File: src/zero_crossing_cycle_replay_core_macros.svh
// ----------------------------------------------------------------------------
// Assertion macros for the zero-crossing cycle replay core
// Shared concurrent assertion forms, clocked on clk and disabled in reset.
// ----------------------------------------------------------------------------
`ifndef ZERO_CROSSING_CYCLE_REPLAY_CORE_MACROS_SVH
`define ZERO_CROSSING_CYCLE_REPLAY_CORE_MACROS_SVH

// Consequent must hold in the same cycle as the antecedent.
`define ZCCR_ASSERT_IMP(lbl, ante, cons, msg) \
  lbl: assert property (@(posedge clk) disable iff (!rst_n) (ante) |-> (cons)) \
    else $error(msg);

// Consequent must hold in the cycle after the antecedent.
`define ZCCR_ASSERT_NXT(lbl, ante, cons, msg) \
  lbl: assert property (@(posedge clk) disable iff (!rst_n) (ante) |=> (cons)) \
    else $error(msg);

`endif

File: src/zccr_pkg.sv
// ----------------------------------------------------------------------------
// zccr_pkg
// Constants, codes and shared types of the zero-crossing cycle replay core.
// ----------------------------------------------------------------------------
package zccr_pkg;

  localparam int CYCLE_DEPTH = 4096;
  localparam int ADDR_W      = $clog2(CYCLE_DEPTH);
  localparam int CNT_W       = ADDR_W + 1;

  localparam int SMP_W  = 16;
  localparam int GAIN_W = 16;
  localparam int CFG_W  = 16;
  localparam int CFG_IDX_W = 1;

  localparam logic [GAIN_W-1:0] GAIN_UNITY = 16'h8000;

  localparam logic [CFG_IDX_W-1:0] REG_INPUT_GAIN = 1'b0;
  localparam logic [CFG_IDX_W-1:0] REG_CYCLE_GAIN = 1'b1;

  typedef enum logic {
    MODE_CAPTURE = 1'b0,
    MODE_REPLAY  = 1'b1
  } zccr_mode_t;

  // Request leaving the memory stage towards the mixer.
  typedef struct packed {
    logic                    valid;
    logic                    replaying;
    logic signed [SMP_W-1:0] sample;
    logic signed [SMP_W-1:0] stored;
  } zccr_s1_t;

endpackage

File: src/zccr_mix.sv
// ----------------------------------------------------------------------------
// zccr_mix
// Gain registers, product stage, rounding, saturation and output register.
// ----------------------------------------------------------------------------
`include "zero_crossing_cycle_replay_core_macros.svh"

module zccr_mix (
  input  logic                                  clk,
  input  logic                                  rst_n,
  input  zccr_pkg::zccr_s1_t                    s1,
  output logic                                  s2_ready,
  input  logic                                  cfg_we,
  input  logic [zccr_pkg::CFG_IDX_W-1:0]        cfg_idx,
  input  logic [zccr_pkg::CFG_W-1:0]            cfg_data,
  output logic                                  out_valid,
  input  logic                                  out_ready,
  output logic signed [zccr_pkg::SMP_W-1:0]     out_sample,
  output logic                                  replaying
);

  localparam int PROD_W = 2 * zccr_pkg::SMP_W;
  localparam int SUM_W  = PROD_W + 1;
  localparam int RND_W  = SUM_W - 15;

  logic [zccr_pkg::GAIN_W-1:0] gain_in_r, gain_cy_r;

  logic                        v2_r, v2_nxt;
  logic                        rep2_r;
  logic signed [PROD_W-1:0]    pin2_r, pcy2_r;
  logic                        ov_r, ov_nxt;
  logic signed [zccr_pkg::SMP_W-1:0] osmp_r, osmp_nxt;
  logic                        orep_r;

  logic                        out_adv;
  logic signed [SUM_W-1:0]     pin_full, pcy_full;
  logic signed [SUM_W-1:0]     sum;
  logic signed [RND_W-1:0]     rnd;

  always_ff @(posedge clk) begin
    if (!rst_n) begin
      gain_in_r <= zccr_pkg::GAIN_UNITY;
      gain_cy_r <= zccr_pkg::GAIN_UNITY;
    end else if (cfg_we) begin
      case (cfg_idx)
        zccr_pkg::REG_INPUT_GAIN: gain_in_r <= cfg_data;
        zccr_pkg::REG_CYCLE_GAIN: gain_cy_r <= cfg_data;
        default: ;
      endcase
    end
  end

  assign out_adv  = !ov_r || out_ready;
  assign s2_ready = !v2_r || out_adv;
  assign v2_nxt   = s2_ready ? s1.valid : v2_r;
  assign ov_nxt   = out_adv ? v2_r : ov_r;

  // Gains are unsigned, so they enter the signed multiply with a zero on top.
  assign pin_full = SUM_W'(s1.sample) * $signed({1'b0, gain_in_r});
  assign pcy_full = SUM_W'(s1.stored) * $signed({1'b0, gain_cy_r});

  // Round half up by adding half an LSB and taking the floor shift.
  assign sum = SUM_W'(pin2_r) + SUM_W'(pcy2_r) + SUM_W'(16384);
  assign rnd = sum[SUM_W-1:15];

  always_comb begin
    if (rnd > RND_W'(32767)) begin
      osmp_nxt = 16'sh7FFF;
    end else if (rnd < -RND_W'(32768)) begin
      osmp_nxt = 16'sh8000;
    end else begin
      osmp_nxt = rnd[zccr_pkg::SMP_W-1:0];
    end
  end

  always_ff @(posedge clk) begin
    if (!rst_n) begin
      v2_r <= 1'b0;
      ov_r <= 1'b0;
    end else begin
      v2_r <= v2_nxt;
      ov_r <= ov_nxt;
    end
  end

  always_ff @(posedge clk) begin
    if (s2_ready && s1.valid) begin
      pin2_r <= pin_full[PROD_W-1:0];
      pcy2_r <= pcy_full[PROD_W-1:0];
      rep2_r <= s1.replaying;
    end
    if (out_adv && v2_r) begin
      osmp_r <= osmp_nxt;
      orep_r <= rep2_r;
    end
  end

  assign out_valid  = ov_r;
  assign out_sample = osmp_r;
  assign replaying  = orep_r;

  `ZCCR_ASSERT_IMP(a_dry_only_capture, v2_r && !rep2_r, pcy2_r == '0, "cycle term present in capture")
  `ZCCR_ASSERT_NXT(a_prod_holds, v2_r && !out_adv, v2_r && $stable(pin2_r) && $stable(pcy2_r), "product stage lost a stalled request")
  `ZCCR_ASSERT_NXT(a_out_fed, v2_r && out_adv, ov_r, "product stage did not reach the output register")

endmodule

File: config.mk
export PLATFORM = sky130hd
export DESIGN_NAME = zccr_mix
export DESIGN_NICKNAME = d
export VERILOG_FILES = /design/src/zccr_pkg.sv /design/src/zccr_mix.sv
export VERILOG_INCLUDE_DIRS = /design/src /design/src/src
export SDC_FILE = /design/constraint.sdc
export NUM_CORES = 1
export LEC_CHECK = 0
export ABC_CLOCK_PERIOD_IN_PS = 10900
export BUFFER_PORTS_ARGS = -buffer_cell sky130_fd_sc_hd__buf_2
export CAP_MARGIN = 30
export CORE_MARGIN = 10
export CORE_UTILIZATION = 60
export CTS_CLUSTER_SIZE = 16
export DETAILED_ROUTE_END_ITERATION = 10
export MAX_ROUTING_LAYER = met4
export PLACE_DENSITY = 0.77
export SLEW_MARGIN = 15
export SYNTH_ARGS = -nofsm -noshare
export SYNTH_HDL_FRONTEND = slang
export SYNTH_SLANG_ARGS = --single-unit
File: constraint.sdc
create_clock -name clk -period 10.9 [get_ports clk]
set_clock_uncertainty 0.2 [all_clocks]
set_input_delay 2.18 -clock clk [delete_from_list [all_inputs] [get_ports clk]]
set_output_delay 2.18 -clock clk [all_outputs]
set_load 0.005 [all_outputs]
======== After elaboration in Yosys (flattened, before gate mapping) ========
Cells that the tools add are included.
word-level totals
  register bits ........................... 116
  latch bits .............................. 0
  bits in writable memories ............... 0
  bits in read-only memories .............. 0
  output and inout port bits .............. 19
  logic and storage cells ................. 25
  memories ................................ 0
operators by class
  add/subtract/negate cells ............... 2
  multiply operators ...................... 2
  div/mod/pow operators ................... 0
  order comparisons ....................... 2
  equal/unequal tests ..................... 0
  shifts and indexed selects .............. 0
  multiplexer cells ....................... 1
  bitwise gates (word level) .............. 1
  reduce and logical (&&, ||, !) cells .... 8
operator list
  kind                                                  number
  multiplier 16 x 17 -> 32 bit                          2
  adder 32 x 32 -> 33 bit                               1
  adder 33 x 16 -> 33 bit, second input constant        1
  > comparator 18 x 16 -> 1 bit, second input constant  1
  < comparator 18 x 16 -> 1 bit, second input constant  1
  two-way mux 16 bit                                    1
  AND reduction 2 bit                                   2
  logical AND 1 bit                                     2
  zero test 1 bit                                       2
  logical OR 1 bit                                      2
  NOT 1 bit                                             1

======== Depth between registers and ports, before layout ========
  depth in word-level cells ............... 4
  gate-level depth with buffers ........... 24
  gate-level depth less buffers ........... 23

======== Worst setup path after synthesis ========
No wires, ideal clock.
  path type ............................... input to register
  start point ............................. input port s1[17] (netlist bit)
  end point ............................... register pin2_r[30], data pin
  library setup time ...................... 258 ps
  arrival ................................. 7756 ps
  data required time ...................... 10442 ps
  path slack .............................. 2686 ps
  cell stages on the path ................. 22
  cell sequence ........................... clkbuf_1 nand2_1 fa_1 fa_1 inv_1 fa_1 inv_1 fa_1 inv_1 fa_1 inv_1 fa_1 inv_1 ha_1 nand2_1 or4b_1 a21oi_2 a211oi_1 o31ai_1 a221o_1 a21oi_1 xnor2_1
between the ends
  cells in the longest elaborated chain, start to end .. 1
RTL lines
  item                          line            RTL
  start, declared               zccr_mix.sv:10  input zccr_pkg::zccr_s1_t s1,
  multiplier 16 x 17 -> 32 bit  zccr_mix.sv:58  assign pin_full = SUM_W'(s1.sample) * $signed({1'b0, gain_in_r});
  via pin_full[30]              zccr_mix.sv:35  logic signed [SUM_W-1:0] pin_full, pcy_full;
  end signal, assigned          zccr_mix.sv:87  pin2_r <= pin_full[PROD_W-1:0];
  end, declared                 zccr_mix.sv:29  logic signed [PROD_W-1:0] pin2_r, pcy2_r;
The timed path passes the listed nets, and every way through them passes these cells.
A chain may end at the register's enable or synchronous reset.

======== Final worst setup path ========
  start point ............................. input port s1[18] (netlist bit)
  end point ............................... register pin2_r[30], data pin
The elaborated chain is that of the path after synthesis.

==> metrics.md <==
| Metric | Value |
|---|---|
| Run status | `complete, no violations` |
| Crit path max fanout | `16` |
| Top achievable clock speed | `approximately 120 MHz` |
| Clock buffer count from CTS | `17` |
| Core area | `around 37000 um^2` |
| Synth unique cells | `65` |
| Mapped Cells | `2423` |
| GRT Util Overall | `between 20% and 30%` |
| Part of the power in registers | `between 10% and 20%` |
| Diode count | `0` |
| Top delay family on crit path | `adder cells` |
| Skew-Pair Late Insertion Delay | `0.42 ns` |
| Setup_tns | `0 ns` |
| Fill cells | `3087` |
| Via-to-Cell Ratio | `5.569` |
| Comb pwr share | `67.7%` |
| Layout cells sized above 1 | `under 10%` |
| Ys flop type | `edfxtp_1` |
| CP required | `~11 ns` |
| Final core occ | `64.11%` |
| Path depth of the worst reg2reg path | `21` |
| Flop-to-flop setup slack | `about 3.7 ns` |
| P per Cell Area | `roughly 180 nW/um^2` |
| Lkg Pwr | `around 12 nW` |
| Buf/Inv on CP | `6` |
| Register clock-pin slew on the reported worst setup and hold paths | `~0.060 ns` |
| Most frequent cells after synthesis | `inv_1 (492), fa_1 (388), nand2_1 (354)` |
| Initial Util | `between 60% and 70%` |
| Post-synth top area share | `34.29%` |
| Routability cong. | `just under 1` |
| Post-synthesis simple-gate area fraction | `between 10% and 20%` |
| Synth Register Bits | `between 100 and 150` |
| Max IR drop VDD | `0.2079 mV` |
| WL met3 | `around 3500 um` |
| RR Endpoint | `pin2_r[30]` |
| First drt pass iteration count | `6` |
| Wire length on met2 | `approximately 26000 um` |
| DRT Wirelength | `around 53000 um` |
| Data arrival time of the critical path | `between 8 and 9 ns` |
| Largest area contributor in the netlist | `fa_1` |
| Finished Layout Cells | `approximately 3000` |
| Setup repair bufs after CTS | `0` |
| Vias in the first global route | `approximately 18000` |
| Largest family of logic cells by synthesized area | `adder cells` |
| CP max-delay cell | `fa_1` |
| Worst slew pin tran | `between 0.8 and 0.9 ns` |
| H-Tree Depth | `4` |
| DP Wirelength | `approximately 43000 um` |
| Die Ht | `around 210 um` |
| Clk sinks | `116` |
| EDFF count, synth | `about 80` |
| Post-synthesis adder-cell area fraction | `50.59%` |
| Reg2reg start | `gain_in_r[9]` |
| Hold Path Class | `flip-flop to flip-flop` |
| NetSw | `about 1.9 mW` |
| Syn Nets | `3161` |
| Top post-synthesis cells by area | `fa_1 (34%), ha_1 (16%), edfxtp_1 (11%)` |
| Crit path top cell by count | `fa_1` |
| Async set-or-reset flop fraction in the synthesized netlist | `0%` |
| Synthesized area | `22650 um^2` |
| Top-level I/O count | `74` |
| Critical path origin | `s1[18]` |
| Largest net degree at the start of global routing | `66` |
| Register area | `3143 um^2` |
| WL/cell | `roughly 18 um` |
| Normalized max-slew margin | `about two fifths` |
| Vias | `approximately 17000` |
| Top-count cell post-synth | `inv_1` |
| Residual DRC | `0` |
| Sw Share | `around 45%` |
| Die area | `~46000 um^2` |
| Final Hold Violating Endpoints | `0` |
| Worst path depth | `22` |
| # port buffers | `between 70 and 80` |
| First-pass GRT wire length | `approximately 90000 um` |
| Area of the multi-input gates | `17350 um^2` |
| Width of the chip | `~210 um` |
| Gr ovfl total | `0` |
| Fin. max-slew vios | `0` |
| Largest stage delay, worst path | `about 0.55 ns` |
| Max layer used | `met4` |
| Initial antenna violation count | `0` |
| Period utilisation layout | `about three quarters` |
| Post-route ant nets | `0` |
| Initial drt markers | `roughly 1100` |
| Post-CTS sizing | `0` |
| Worst Setup Start Kind | `input pin` |
| Endpoint, Worst Hold | `replaying` |
| Clk buf depth | `2` |
| Synth Area in XOR/XNOR | `about 2.7%` |
| Final #Nets | `between 3000 and 4000` |
| Multiplexer share of the synthesized area | `0.04419%` |
| CP cell instances | `buf_2 -> nand2_1 -> fa_1 -> fa_1 -> inv_1 -> fa_1 -> inv_1 -> fa_1 -> inv_1 -> fa_1 -> inv_1 -> fa_1 -> inv_1 -> ha_1 -> nand2_1 -> or4b_1 -> a21oi_2 -> a211oi_1 -> o31ai_1 -> a221o_1 -> a21oi_1 -> xnor2_1` |
| Setup violators final | `0` |
| Hold Path Origin | `rep2_r` |
| Row cnt | `71` |
| RSZ-0062 raised after global routing | `no` |
| Area growth syn-to-layout | `6.115%` |
| TritonCTS clock tree | `done` |
| Ys Warns | `0` |
| Hold depth | `0` |
| Compound-cell area share of the yosys netlist | `under 10%` |
| Pint | `about 2.3 mW` |
| Post-Route M1 WL | `21500 um` |
| CP endpoint kind | `flip-flop` |
| Crit path kind | `input pin to flip-flop` |
| Register area share after synthesis | `around 14%` |
| Max-Cap Viols | `0` |
| Avg Cell Area, Syn | `approximately 9.3 um^2` |
| Post-Place Cells | `around 2900` |
| Final Power | `4.229 mW` |
| Clock power frac | `between 10% and 20%` |
| CTS root buf | `clkbuf_16` |
| Hold_buf cts | `0` |
| Minimum clock period | `8.335 ns` |
## metal layers
metal	vias to the layer above	GRT usage [%]
met2	522	41.27
met3	117	4.302
li1	7554	-
met4	0	7.067
met1	8363	30.16
met5	-	-
## cells by family after synthesis
| family | after synthesis |
|---|---|
| compound gates | 238 |
| xor+xnor | 70 |
| fa+ha+maj | 683 |
| buf+inv | 570 |
| flops | 116 |
| mux | 1 |
| simple gates | 745 |
## worst max path at each step
stage / endpoint / slack [ns]
floorplan: pin2_r[30] / 2.69
global placement: pin2_r[30] / 2.31
detailed placement: pin2_r[30] / 2.18
CTS: pin2_r[30] / 2.59
global route: pin2_r[30] / 2.26
finish: pin2_r[30] / 2.56
## layout make-up
type | count | share of cell area [%]
clock buffers | 20 | 1.817
inverters | 493 | 7.699
clock inverters | 12 | 0.6716
flip-flops and latches | 116 | 13.08
repair buffers | 84 | 1.895
multi-input cells | 1737 | 72.18
well taps | 511 | 2.660
## power by group through the flow
stage                     registers [mW]  clock network, mW  logic [mW]
final                              0.792              0.575        2.86
after global routing               0.802              0.602        3.24
after CTS                          0.793              0.580        2.85
after detailed placement           0.802                  0        2.82
after global placement             0.799                  0        2.75
after floorplan                    0.760                  0        2.16
## through the flow
step | area (um^2) | hold WS [ns] | worst slack, ns
floorplan | 22650 | 0.2003 | 2.686
global placement | 23410 | 0.2033 | 2.309
detailed placement | 23420 | 0.2169 | 2.176
CTS | 24020 | 0.2303 | 2.591
global route | 24030 | 0.2353 | 2.258
finish | 24030 | 0.2267 | 2.565
## placed cells by master, fill, tap and decap left out, types with 10 or more instances in the layout
cell	count
a21oi_1	61
a21boi_1	33
and3_1	11
o21ai_1	11
edfxtp_1	82
nand3_1	14
inv_1	492
o21a_1	12
nor3_1	14
a21o_1	42
o21ai_0	17
and2_1	230
a211oi_1	10
ha_1	295
nand2b_1	17
dfxtp_1	34
nor2_1	71
fa_1	388
buf_4	10
xor2_1	21
xnor2_1	49
buf_2	73
nand2_1	354
clkbuf_16	17
o21bai_1	14
## registers in the layout, summed over array words and instances, names as in the netlist
signal / count
pcy2_r: 32
pin2_r: 32
gain_cy_r: 16
gain_in_r: 16
out_sample: 16
out_valid: 1
rep2_r: 1
replaying: 1
v2_r: 1
No activity file was read; power rests on OpenSTA's default activity.
